**src/vao_pkg.sv**
```systemverilog
// ----------------------------------------------------------------------------
// vao_pkg
// Shared types and constants for the oriented vector angle core.
// ----------------------------------------------------------------------------
package vao_pkg;

   localparam int MW           = 30;   // normalized magnitude width
   localparam int NW           = 64;   // square root remainder and root width
   localparam int XW           = 34;   // CORDIC x/y width
   localparam int ZW           = 46;   // CORDIC angle width, 2^-40 rad
   localparam int SQRT_STEPS   = 32;
   localparam int CORDIC_STEPS = 30;

   localparam logic [63:0] PI_Q62 = 64'hC90FDAA22168C235;

   localparam logic signed [ZW-1:0] PI40     = ZW'((PI_Q62 + 64'd2097152) >> 22);
   localparam logic signed [ZW-1:0] HALF40   = ZW'((PI_Q62 + 64'd4194304) >> 23);
   localparam logic signed [ZW-1:0] TWO_PI40 = PI40 <<< 1;
   localparam logic signed [ZW-1:0] ROUND27  = ZW'(64'd67108864);
   localparam logic [15:0]          ANGLE_MAX = 16'd51472;

   typedef struct packed {
      logic zero;   // a or b is the zero vector
      logic flip;   // report 2*pi minus the angle
   } vao_tag_type;

   // atan(2^-i) in 2^-40 rad, series summed at 2^-62 then rounded
   function automatic logic [63:0] atan_q40(input int i);
      logic [63:0] acc;
      logic [63:0] term;
      acc = 64'd0;
      if (i == 0) begin
         acc = PI_Q62 >> 2;
      end else begin
         for (int k = 0; k < 32; k++) begin
            if (62 - i * (2 * k + 1) >= 0) begin
               term = (64'd1 << (62 - i * (2 * k + 1))) / 64'(2 * k + 1);
               if (k % 2 == 1) acc = acc - term;
               else acc = acc + term;
            end
         end
      end
      return (acc + 64'd2097152) >> 22;
   endfunction

endpackage

```
**src/vao_cordic_cell.sv**
```systemverilog
// ----------------------------------------------------------------------------
// vao_cordic_cell
// One vectoring-mode CORDIC micro-rotation with angle accumulation.
// ----------------------------------------------------------------------------
module vao_cordic_cell
   import vao_pkg::*;
#(
   parameter int STEP = 0
) (
   input  logic                 clock,
   input  logic                 reset,
   input  logic                 advance,
   input  logic                 in_valid,
   input  logic signed [XW-1:0] in_x,
   input  logic signed [XW-1:0] in_y,
   input  logic signed [ZW-1:0] in_z,
   input  vao_tag_type          in_tag,
   output logic                 out_valid,
   output logic signed [XW-1:0] out_x,
   output logic signed [XW-1:0] out_y,
   output logic signed [ZW-1:0] out_z,
   output vao_tag_type          out_tag
);

   localparam logic signed [ZW-1:0] ATAN = ZW'(atan_q40(STEP));

   logic                 valid_ff;
   logic signed [XW-1:0] x_ff, x_in, y_ff, y_in;
   logic signed [ZW-1:0] z_ff, z_in;
   vao_tag_type          tag_ff;
   logic signed [XW-1:0] dx, dy;

   always_comb begin
      dx = in_y >>> STEP;
      dy = in_x >>> STEP;
      if (in_y > 0) begin
         x_in = in_x + dx;
         y_in = in_y - dy;
         z_in = in_z + ATAN;
      end else begin
         x_in = in_x - dx;
         y_in = in_y + dy;
         z_in = in_z - ATAN;
      end
   end

   always_ff @(posedge clock) begin
      if (reset) begin
         valid_ff <= 1'b0;
      end else if (advance) begin
         valid_ff <= in_valid;
      end
   end

   always_ff @(posedge clock) begin
      if (advance) begin
         x_ff   <= x_in;
         y_ff   <= y_in;
         z_ff   <= z_in;
         tag_ff <= in_tag;
      end
   end

   assign out_valid = valid_ff;
   assign out_x     = x_ff;
   assign out_y     = y_ff;
   assign out_z     = z_ff;
   assign out_tag   = tag_ff;

endmodule

```
**config.mk**
```make
export PLATFORM = sky130hd
export DESIGN_NAME = vao_cordic_cell
export DESIGN_NICKNAME = d
export VERILOG_FILES = /design/src/vao_pkg.sv /design/src/vao_cordic_cell.sv
export SDC_FILE = /design/constraint.sdc
export NUM_CORES = 1
export LEC_CHECK = 0
export CORE_MARGIN = 2
export CORE_UTILIZATION = 53
export DETAILED_ROUTE_END_ITERATION = 16
export DONT_BUFFER_PORTS = 1
export GPL_ROUTABILITY_DRIVEN = 0
export GPL_TIMING_DRIVEN = 1
export PLACE_DENSITY = 0.71
export SETUP_SLACK_MARGIN = 0.02
export SYNTH_ARGS = -nofsm -noshare
export SYNTH_HDL_FRONTEND = slang
export SYNTH_SLANG_ARGS = --single-unit
```
**constraint.sdc**
```tcl
create_clock -name clock -period 5.6 [get_ports clock]
set_clock_uncertainty 0.05 [all_clocks]
set_input_delay 1.12 -clock clock [delete_from_list [all_inputs] [get_ports clock]]
set_output_delay 1.12 -clock clock [all_outputs]
set_load 0.02 [all_outputs]
```
Word-level counts from Yosys, hierarchy flattened:

Index checks and enable logic that the tools add are counted.

* bits in registers: 117
* input port bits: 120
* output and inout bits: 117
* logic and storage cells: 15

* add/subtract/negate cells: 5
* magnitude comparators: 1
* muxes and demuxes: 3

Operators by type and width (number)
* 34-bit 2-to-1 mux: 2
* 34-bit subtractor: 2
* 46-bit by 41-bit adder with 46-bit output (second input constant): 1
* 46-bit 2-to-1 mux: 1
* 46-bit by 41-bit subtractor with 46-bit output (second input constant): 1
* 34-bit adder: 1
* 34-bit by 1-bit greater-than comparator with 1-bit output (second input constant): 1

Depth between registers and ports, before layout:

* depth in word-level cells: 2
* depth in mapped cells: 18
* mapped depth without buffers: 15

Worst setup path after synthesis:

No wires, ideal clock.

* path kind: input to register
* start: input port in_y[5]
* end: register z_ff[41], in the netlist out_z[41], data pin
* setup time: 0.265 ns
* arrival: 5.352 ns
* data required time: 5.285 ns
* path slack: -0.067 ns
* stages on the path: 16
* path buffers: 3
* cell sequence: nor4_1 nand4_1 nor2_1 a21o_1 buf_2 buf_1 buf_1 ha_1 a2111o_1 o211ai_1 o311ai_4 a41oi_1 o21ai_0 a31oi_1 o21ai_0 xor2_1

* word-level cells in the longest chain between the ends: 2

Ends and longest elaborated chain
* start: declaration: line vao_cordic_cell.sv:15 `input logic signed [XW-1:0] in_y,`
* 34-bit by 1-bit greater-than comparator with 1-bit output: line vao_cordic_cell.sv:36 `if (in_y > 0) begin`
* 46-bit 2-to-1 mux: line vao_cordic_cell.sv:36
* net z_in[41]: line vao_cordic_cell.sv:29 `logic signed [ZW-1:0] z_ff, z_in;`
* end signal: assignment: line vao_cordic_cell.sv:59 `z_ff <= z_in;`
* end: declaration: line vao_cordic_cell.sv:29

The timed path passes the listed nets, and every way through them passes these cells.
A chain may end at the register's enable or synchronous reset.

Worst setup path after layout:

* start: input port in_y[8]
* end: register z_ff[41], in the netlist out_z[41], data pin

The elaborated chain is that of the path after synthesis.

==> flow_metrics.env <==
export IMPL_final_common_cell="a21oi_1"
export IMPL_clock_path_buffers=2
export IMPL_num_vias=10900
export IMPL_fp_dieW_um=154
export IMPL_synthTopCellsByArea="edfxtp_1 (29%), ha_1 (15%), a21oi_1 (7.3%)"
export IMPL_clock_latency_ns=0.41
export IMPL_ctsResizeCount=0
export IMPL_r2r_slack_ns=4.86
export IMPL_antenna_cells=0
export IMPL_synth_distinct_cells=84
export IMPL_cap_violations=0
export IMPL_grt_pass1_vias=9926
export IMPL_htree_levels=4
export IMPL_min_path_type="flop to flop"
export IMPL_grt_overflow=0
export IMPL_wl_per_cell_um=21.3
export IMPL_ys_warnings_count=0
export IMPL_numCtsBuffers=17
export IMPL_final_cell_mix="a21oi_1 (175), ha_1 (143), inv_1 (119), edfxtp_1 (115), nor2_1 (111)"
export IMPL_irDropWorstVdd_mv=0.147
export IMPL_drv_slew=0
export IMPL_stdcell_count=1685
export IMPL_postCtsSetupBuffers=0
export IMPL_viasPerCell=6.47
export IMPL_worstHoldPathCells=2
export IMPL_synth_area_per_cell_um2=8.48
export IMPL_finalSetupTns_ns=0
export IMPL_cts_tree="built"
export IMPL_syn_nets=1680
export IMPL_grt_pass1_wl_um=54200
export IMPL_rr_worst_depth=2
export IMPL_ys_ff_latch=116
export IMPL_antenna_found_initial=0
export IMPL_wl_um=35900
export IMPL_nets=1655
export IMPL_initial_utilization=0.534
export IMPL_finish_utilization=0.569
export IMPL_die_h_um=154
export IMPL_synth_cells=1413
export IMPL_detail_route_antenna_nets=0
export IMPL_power_w=0.00350
export IMPL_drtIter0Drc=1208
export IMPL_synth_edff_count=115
export IMPL_port_buffers=0
export IMPL_die_area_mm2=0.0238
export IMPL_area_delta_synth_final_pct=6.53
export IMPL_finalCritPeriodShare=0.871
export IMPL_worst_setup_path_type="input pin to flop"
export IMPL_rsz0062_at_grt="no"
export IMPL_grt_max_degree=117
export IMPL_crit_arrival_ns=4.98
export IMPL_core_area_mm2=0.0224
export IMPL_max_freq_ghz=0.205
export IMPL_power_density_mw_per_mm2=274
export IMPL_status="complete, no violations"
export IMPL_clk_pin_slew_ns=0.06
export IMPL_route_detailed_drc=0
export IMPL_synthArstFlopShare=0
export IMPL_min_period_ns=4.88
export IMPL_dp_cells=1654
export IMPL_end_kind="flop"
export IMPL_syn_area_mm2=0.0120
export IMPL_synth_top_area_frac=0.288
export IMPL_synth_largest_area_cell="edfxtp_1"
export IMPL_hold_path_end="out_valid"
export IMPL_rr_endpoint="out_valid"
export IMPL_required_ns=5.70
export IMPL_start_kind="input pin"
export IMPL_root_buffer="clkbuf_16"
export IMPL_rr_startpoint="out_valid"
export IMPL_num_fill_cells=1989
export IMPL_clock_sinks=116
export IMPL_hp_start="out_valid"
export IMPL_rows=55
export IMPL_worst_path_max_fanout=9
export IMPL_synth_ff_type="edfxtp_1"
export IMPL_holdBufCountCts=0
export IMPL_setup_violations=0
export IMPL_ys_seq_area_frac=0.290
export IMPL_slew_headroom=0.460
export IMPL_track_usage=0.291
export IMPL_power_leakage_nw=5.23
export IMPL_finalHoldViolations=0
export IMPL_num_io_pins=237
export IMPL_dp_hpwl_um=28200
export IMPL_tightest_slew_ns=0.802
export IMPL_drive_gt1_frac=0.0493
export IMPL_first_pass_iters=5
==> how the worst max path moves through the flow <==
stage / slack [ns] / startpoint / end
final: 0.72 / in_y[8] / out_z[41]
after global routing: 0.44 / in_y[8] / out_z[45]
after CTS: 0.73 / in_y[8] / out_z[41]
after detailed placement: 0.32 / in_y[8] / out_z[41]
after global placement: 0.33 / in_y[8] / out_z[41]
after floorplan: 0.28 / in_y[5] / out_z[41]
==> state kept, by name (all words and copies together), names as in the netlist <==
| register | count |
|---|---|
| out_x | 34 |
| out_tag | 2 |
| out_valid | 1 |
| out_y | 33 |
| out_z | 46 |
==> synthesized netlist by cell type (26+ instances only) <==
cell / instances
nand3_1: 26
nor2_1: 111
edfxtp_1: 115
inv_1: 120
a21o_1: 39
clkbuf_1: 38
nor3_1: 32
ha_1: 143
xnor2_1: 93
o21ai_0: 110
a21oi_1: 175
nand2_1: 79
==> per-stage QoR <==
| step | area (um2) | hold WS [ns] | setup WS, ns |
|---|---|---|---|
| CTS | 12800 | 0.563 | 0.733 |
| finish | 12800 | 0.559 | 0.724 |
| floorplan | 12000 | 0.529 | 0.284 |
| detailed placement | 12200 | 0.554 | 0.316 |
| global placement | 12200 | 0.546 | 0.333 |
| global route | 12800 | 0.580 | 0.437 |
==> final cells by class <==
class | instances | area, um2 | share of cell area
clock buffer | 18 | 429 | 0.0336
clock inverter | 13 | 113 | 0.00882
inverter | 125 | 469 | 0.0367
multi-input combinational | 1113 | 7800 | 0.611
sequential | 116 | 3470 | 0.272
tap | 285 | 357 | 0.0279
timing repair buffer | 15 | 125 | 0.00980
==> report_power, final <==
group	total, W	internal, W	leakage (nW)	switching, W
Combinational	0.00106	0.000401	3.83	0.000661
Clock	0.00102	0.000606	0.262	0.000415
Sequential	0.00142	0.00117	1.13	0.000254
==> cells by family after synthesis <==
| kind of cell | count (synthesis) | share of synthesized area |
|---|---|---|
| compound gates | 504 | 0.268 |
| simple gates | 342 | 0.137 |
| buf+inv | 184 | 0.0598 |
| fa+ha+maj | 147 | 0.156 |
| flops | 116 | 0.290 |
| xor+xnor | 108 | 0.0789 |
| mux | 12 | 0.0100 |
==> critical path, cell delays in order <==
cell and delay [ns]:
nor4_1 0.48, nand4_1 0.29, nor2_1 0.20, a21o_4 0.23, buf_4 0.21, ha_1 0.27, a211oi_1 0.23, nor2_1 0.10
o31ai_1 0.35, o311ai_4 0.22, a41oi_1 0.34, o21ai_0 0.19, a31oi_1 0.40, o21ai_0 0.18, xor2_1 0.16
==> per-layer routing <==
layer  track usage  vias to the layer above  share of wire
met5             0                        -              0
met4        0.0939                        0          0.027
met3        0.0586                       69           0.10
met2         0.460                      628           0.45
met1         0.401                     5069           0.43
li1              -                     5135              -
Power figures use the tool's default switching activity.
