==> src/vao_pkg.sv <==
// ----------------------------------------------------------------------------
// vao_pkg
// Shared types and constants for the oriented vector angle core.
// ----------------------------------------------------------------------------
package vao_pkg;

   localparam int MW           = 30;   // normalized magnitude width
   localparam int NW           = 64;   // square root remainder and root width
   localparam int XW           = 34;   // CORDIC x/y width
   localparam int ZW           = 46;   // CORDIC angle width, 2^-40 rad
   localparam int SQRT_STEPS   = 32;
   localparam int CORDIC_STEPS = 30;

   localparam logic [63:0] PI_Q62 = 64'hC90FDAA22168C235;

   localparam logic signed [ZW-1:0] PI40     = ZW'((PI_Q62 + 64'd2097152) >> 22);
   localparam logic signed [ZW-1:0] HALF40   = ZW'((PI_Q62 + 64'd4194304) >> 23);
   localparam logic signed [ZW-1:0] TWO_PI40 = PI40 <<< 1;
   localparam logic signed [ZW-1:0] ROUND27  = ZW'(64'd67108864);
   localparam logic [15:0]          ANGLE_MAX = 16'd51472;

   typedef struct packed {
      logic zero;   // a or b is the zero vector
      logic flip;   // report 2*pi minus the angle
   } vao_tag_type;

   // atan(2^-i) in 2^-40 rad, series summed at 2^-62 then rounded
   function automatic logic [63:0] atan_q40(input int i);
      logic [63:0] acc;
      logic [63:0] term;
      acc = 64'd0;
      if (i == 0) begin
         acc = PI_Q62 >> 2;
      end else begin
         for (int k = 0; k < 32; k++) begin
            if (62 - i * (2 * k + 1) >= 0) begin
               term = (64'd1 << (62 - i * (2 * k + 1))) / 64'(2 * k + 1);
               if (k % 2 == 1) acc = acc - term;
               else acc = acc + term;
            end
         end
      end
      return (acc + 64'd2097152) >> 22;
   endfunction

endpackage

==> src/vao_sqrt_cell.sv <==
// ----------------------------------------------------------------------------
// vao_sqrt_cell
// One digit step of the restoring integer square root, registered.
// ----------------------------------------------------------------------------
module vao_sqrt_cell
   import vao_pkg::*;
#(
   parameter int STEP = 0
) (
   input  logic                 clock,
   input  logic                 reset,
   input  logic                 advance,
   input  logic                 in_valid,
   input  logic [NW-1:0]        in_rem,
   input  logic [NW-1:0]        in_root,
   input  logic signed [XW-1:0] in_x,
   input  vao_tag_type          in_tag,
   output logic                 out_valid,
   output logic [NW-1:0]        out_rem,
   output logic [NW-1:0]        out_root,
   output logic signed [XW-1:0] out_x,
   output vao_tag_type          out_tag
);

   localparam logic [NW-1:0] BIT = NW'(64'd1 << (62 - 2 * STEP));

   logic                 valid_ff;
   logic [NW-1:0]        rem_ff, rem_in;
   logic [NW-1:0]        root_ff, root_in;
   logic signed [XW-1:0] x_ff;
   vao_tag_type          tag_ff;
   logic [NW-1:0]        trial;

   always_comb begin
      trial = in_root + BIT;
      if (in_rem >= trial) begin
         rem_in  = in_rem - trial;
         root_in = (in_root >> 1) + BIT;
      end else begin
         rem_in  = in_rem;
         root_in = in_root >> 1;
      end
   end

   always_ff @(posedge clock) begin
      if (reset) begin
         valid_ff <= 1'b0;
      end else if (advance) begin
         valid_ff <= in_valid;
      end
   end

   always_ff @(posedge clock) begin
      if (advance) begin
         rem_ff  <= rem_in;
         root_ff <= root_in;
         x_ff    <= in_x;
         tag_ff  <= in_tag;
      end
   end

   assign out_valid = valid_ff;
   assign out_rem   = rem_ff;
   assign out_root  = root_ff;
   assign out_x     = x_ff;
   assign out_tag   = tag_ff;

endmodule

==> config.mk <==
export PLATFORM = sky130hd
export DESIGN_NAME = vao_sqrt_cell
export DESIGN_NICKNAME = d
export VERILOG_FILES = /design/src/vao_pkg.sv /design/src/vao_sqrt_cell.sv
export SDC_FILE = /design/constraint.sdc
export NUM_CORES = 1
export LEC_CHECK = 0
export BUFFER_PORTS_ARGS = -buffer_cell sky130_fd_sc_hd__clkbuf_2
export CAP_MARGIN = 40
export CELL_PAD_IN_SITES_DETAIL_PLACEMENT = 0
export CELL_PAD_IN_SITES_GLOBAL_PLACEMENT = 2
export CORE_UTILIZATION = 28
export CTS_CLUSTER_SIZE = 12
export DETAILED_ROUTE_END_ITERATION = 12
export GPL_TIMING_DRIVEN = 0
export PLACE_DENSITY = 0.88
export RECOVER_POWER = 100
export SYNTH_ARGS = -nofsm -noshare
export SYNTH_HDL_FRONTEND = slang
export SYNTH_SLANG_ARGS = --single-unit
==> constraint.sdc <==
create_clock -name clock -period 2.7 [get_ports clock]
set_clock_uncertainty 0.15 [all_clocks]
set_input_delay 0 -clock clock [delete_from_list [all_inputs] [get_ports clock]]
set_output_delay 0 -clock clock [all_outputs]
set_load 0.02 [all_outputs]
* Yosys cells after proc, flatten, opt, wreduce, memory -nomap -nowiden *
Cells that the tools add are included.

operators by class
  order comparisons = 1
  muxes and demuxes = 2
  add/subtract/negate cells = 3

operators with widths
  cell                      count
  $add A63 B63 Y64 const B  1
  $add A64 B63 Y64 const B  1
  $ge A64 B64 Y1            1
  $mux W64                  1
  $sub A64 B64 Y64          1
  $mux W63                  1

word-level totals
  register bits = 165
  output and inout bits = 165
  bits of input ports = 168
  logic and storage cells = 13

* Depth between registers and ports, before layout *
  depth after elaboration = 3
  gate-level depth with buffers = 15
  gate-level depth less buffers = 13

* Worst setup path after synthesis *
Ideal clock, no wire load.

  kind = input-to-reg
  from = in in_rem[0]
  to = reg rem_ff[62] (netlist: out_rem[62]) (data pin)
  stages = 14
  buffers on the path = 1
  slack = -0.046 ns
  library setup time = 0.269 ns
  data required time = 2.281 ns
  data arrival time = 2.327 ns
  cell sequence = inv_1 ha_1 fa_1 nor2b_1 o21a_1 o211ai_2 a31o_2 nand2_2 a311oi_2 a31oi_4 nor2_4 buf_6 nor4bb_1 nor4_2

between the ends
  longest elaborated chain between the ends = 2
  elaborated cells between the ends (all ways) = 3
  classes of those cells = add/sub: 1; order compare: 1; mux: 1

ends and longest elaborated chain
  what                                                       RTL line                                  RTL
  from (decl)                                                vao_sqrt_cell.sv:14                       input logic [NW-1:0] in_rem,
  $sub A64 B64 Y64 / $ge A64 B64 Y1 (equally long branches)  vao_sqrt_cell.sv:37, vao_sqrt_cell.sv:36
  $mux W64 *                                                 vao_sqrt_cell.sv:36                       if (in_rem >= trial) begin
  via rem_in[62]                                             vao_sqrt_cell.sv:28                       logic [NW-1:0] rem_ff, rem_in;
  to (signal assigned)                                       vao_sqrt_cell.sv:55                       rem_ff <= rem_in;
  to (decl)                                                  vao_sqrt_cell.sv:28

Mark *: on every way through the listed nets, which the timed path passes. The rest lies on a longest branch.
A chain may end at the register's enable or synchronous reset.

* Worst setup path in the final report *
Ends and elaborated chain as after synthesis.

==> impl_results.md <==
- Dominant cells by area after synthesis: edfxtp_1 50%, ha_1 8.1%, o21ai_0 4.5%
- FF-to-FF Start: out_valid$_SDFFE_PP0P_
- Via Count: 9128
- Yosys top cell area share: 0.500
- Worst Setup End Kind: flop
- Layout area overhead: 49.0%
- R2R Path End: out_valid$_SDFFE_PP0P_
- Most frequent cell after synthesis: edfxtp_1
- Die height: 189 um
- CP max FO: 5
- Req. time, crit path: 2800 ps
- Final nets: 1712
- Status: complete, but fails checks
- P per Cell Area: 565 nW/um2
- Yosys cell types: 65
- TritonCTS Sinks: 165
- Vias in the first global route: 9298
- HPWL after DPL: 23.9 mm
- Io pins: 333
- RSZ-0062 raised after global routing: true
- Initial core utilization: 0.285
- FP Rows: 68
- Die area: 35900 um2
- Rel. slew slack: -0.552
- Wire length per cell: 16.9 um
- Hold Slack: -251 ps
- Cells after Synth: 951
- Worst slew pin tran: 2330 ps
- CTS tree: yes
- Register bit total from synthesis: 165
- WL met2: 15.6 mm
- Remaining Overflow, GRT: 0
- Failing checks: hold timing, capacitance limit, slew limit
- Global-route wire length before repair: 49.9 mm
- Final setup viols: 0
- Startpoint types: primary input
- Synthesized Nets: 1184
- Arr. time, crit path: 2710 ps
- Fraction of registers with async set/reset: 0
- Worst hold endpoint: out_rem[0]$_DFFE_PP_
- ANT nets after route: 0
- Vias per cell: 4.69
- Worst hold path type: primary input to flop
- Peak supply drop: 446 uV
- Buffers added on ports: 332
- Clock Latency Late Sink: 450 ps
- Avg Inst Size Synth: 10.3 um2
- Clock Tree Buf Depth: 2
- R2R cell count: 3
- CTS Buf Count: 17
- GRT Total Usage: 0.181
- Root Buffer Master: clkbuf_16
- Die X: 189 um
- Placed cell area: 12100 um2
- Initial antenna violation count: 0
- Drc violations: 0
- Syn Std Cell Area: 9840 um2
- H-tree depth: 4
- Post-synth EDFFs: 164
- Final Hold Viols: 1
- Layout cells sized above 1: 0.184
- Routed wl met3: 1.51 mm
- Cts hold-fix bufs: 164
- Register area share after synthesis: 0.502
- Max-cap violations: 1
- Setup TNS: 0 ps
- Pin count of the biggest net entering global routing: 86
- DR pass1 iterations: 4
- Initial DRC Count: 503
- Finished Layout Cells: 1947
- RePlAce Congestion: 0.824
- DP Cell Count: 1739
- Design area: 14700 um2
- Top_reg_cell synth: edfxtp_1
- Final Total Pwr: 8.29 mW
- Core ar.: 34500 um2
- Fmax: 383 MHz
- Filler instances: 3465
- Flop2flop setup slack: 1390 ps
- Ant diodes: 0
- Crit path time final: 2610 ps
- Cell taking the most area after synthesis: edfxtp_1
- Hold Startpoint: in_rem[0]
- DRT met1 WL: 15.1 mm
- Ys Warns: 0
- Worst Hold Path Cells: 3
- Reg clk slew, reported paths: 70 ps
- Final Slew Violations: 86
- Leakage dissipation: 6.08 nW
- Top Metal Used: met4
- Final period utilization: 0.966
- WS Path Type: primary input to flop
- Final wirelength: 32.8 mm
- Synth top cells by count: 164 x edfxtp_1, 106 x nand2_1, 88 x o21ai_0
## flip-flops by register name, indices dropped and copies added (netlist names)
| signal | flops |
|---|---|
| out_tag | 2 |
| out_rem | 64 |
| out_x | 34 |
| out_root | 64 |
| out_valid | 1 |
## power breakdown
part	internal, mW	switching (mW)
Sequential	3.17	0.0720
Combinational	0.984	1.52
Clock	1.33	1.22
Total	5.48	2.81
## area by class of cell
class                   instances  area (um2)  share of cell area
inverters                      80         300              0.0205
plain buffers                  24         184              0.0125
well taps                     455         569              0.0388
repair buffers                522        3310               0.226
clock inverters                15         185              0.0126
flip-flops and latches        165        4940               0.337
multi-input cells             669        4740               0.324
clock buffers                  17         425              0.0290
## worst max-delay path, cell delays in order
cell,delay [ps]
buf_6,70
inv_2,40
ha_4,170
fa_2,390
nor2b_2,120
o21a_1,160
o211ai_2,120
a31o_4,290
nand3b_1,140
a21oi_4,110
o211ai_1,360
nand4_1,200
nor4bb_4,200
nor4_2,330
## per-layer routing
layer  up-vias  GRT usage
met5         -          0
met4         0     0.0605
met3        36     0.0350
met2       239      0.301
met1      4297      0.233
li1       4556          -
## per-stage QoR
stage               hold WS (ps)  setup slack [ps]  utilization
global placement            8.46             -1160        0.350
finish                      -251              91.6        0.425
global route                -243             -25.3        0.425
CTS                         -265              16.0        0.425
detailed placement          9.34             -1190        0.351
floorplan                  -77.6              4.63            -
## cells in the final DEF (no fill, tap or decap), drive strengths merged, types with 5 or more instances in the layout
| cell | count |
|---|---|
| dlygate4sd3 | 164 |
| a21boi | 5 |
| nor2b | 8 |
| clkbuf | 355 |
| a31oi | 8 |
| a21o | 45 |
| nor3 | 15 |
| o21a | 9 |
| mux2 | 5 |
| xnor2 | 33 |
| xor2 | 25 |
| nor2 | 39 |
| inv | 88 |
| nand2 | 107 |
| ha | 64 |
| nand4 | 24 |
| clkinv | 6 |
| o21bai | 21 |
| buf | 44 |
| a21oi | 86 |
| nand3 | 9 |
| edfxtp | 164 |
| o211ai | 7 |
| o21ai | 93 |
## timing repair
action                     4_1_cts  5_1_grt
hold endpoints to repair       165        1
setup buffers                   15        9
cloned                           2        0
gates resized for setup         38       62
setup endpoints to repair       66       65
pin swaps                       10       16
## worst max-delay path by stage
stage | start | end | slack (ps) | cells after the start
floorplan | in_root[16] | out_rem[16]$_DFFE_PP_ | 5 | 12
global placement | in_root[28] | out_rem[38]$_DFFE_PP_ | -1160 | 13
detailed placement | in_root[28] | out_rem[38]$_DFFE_PP_ | -1190 | 13
CTS | in_rem[0] | out_rem[50]$_DFFE_PP_ | 20 | 16
global route | in_rem[0] | out_rem[62]$_DFFE_PP_ | -30 | 17
finish | in_rem[0] | out_rem[62]$_DFFE_PP_ | 90 | 14
## logic make-up (layout without fill, tap and decap cells)
logic type / Yosys count / count (layout) / synth area share
compound gates: 303 / 303 / 0.192
simple gates: 236 / 236 / 0.115
flops: 165 / 165 / 0.502
buf+inv: 117 / 658 / 0.0482
fa+ha+maj: 65 / 65 / 0.0834
xor+xnor: 58 / 58 / 0.0516
mux: 7 / 7 / 0.00776
(Power assumes the default switching activity.)
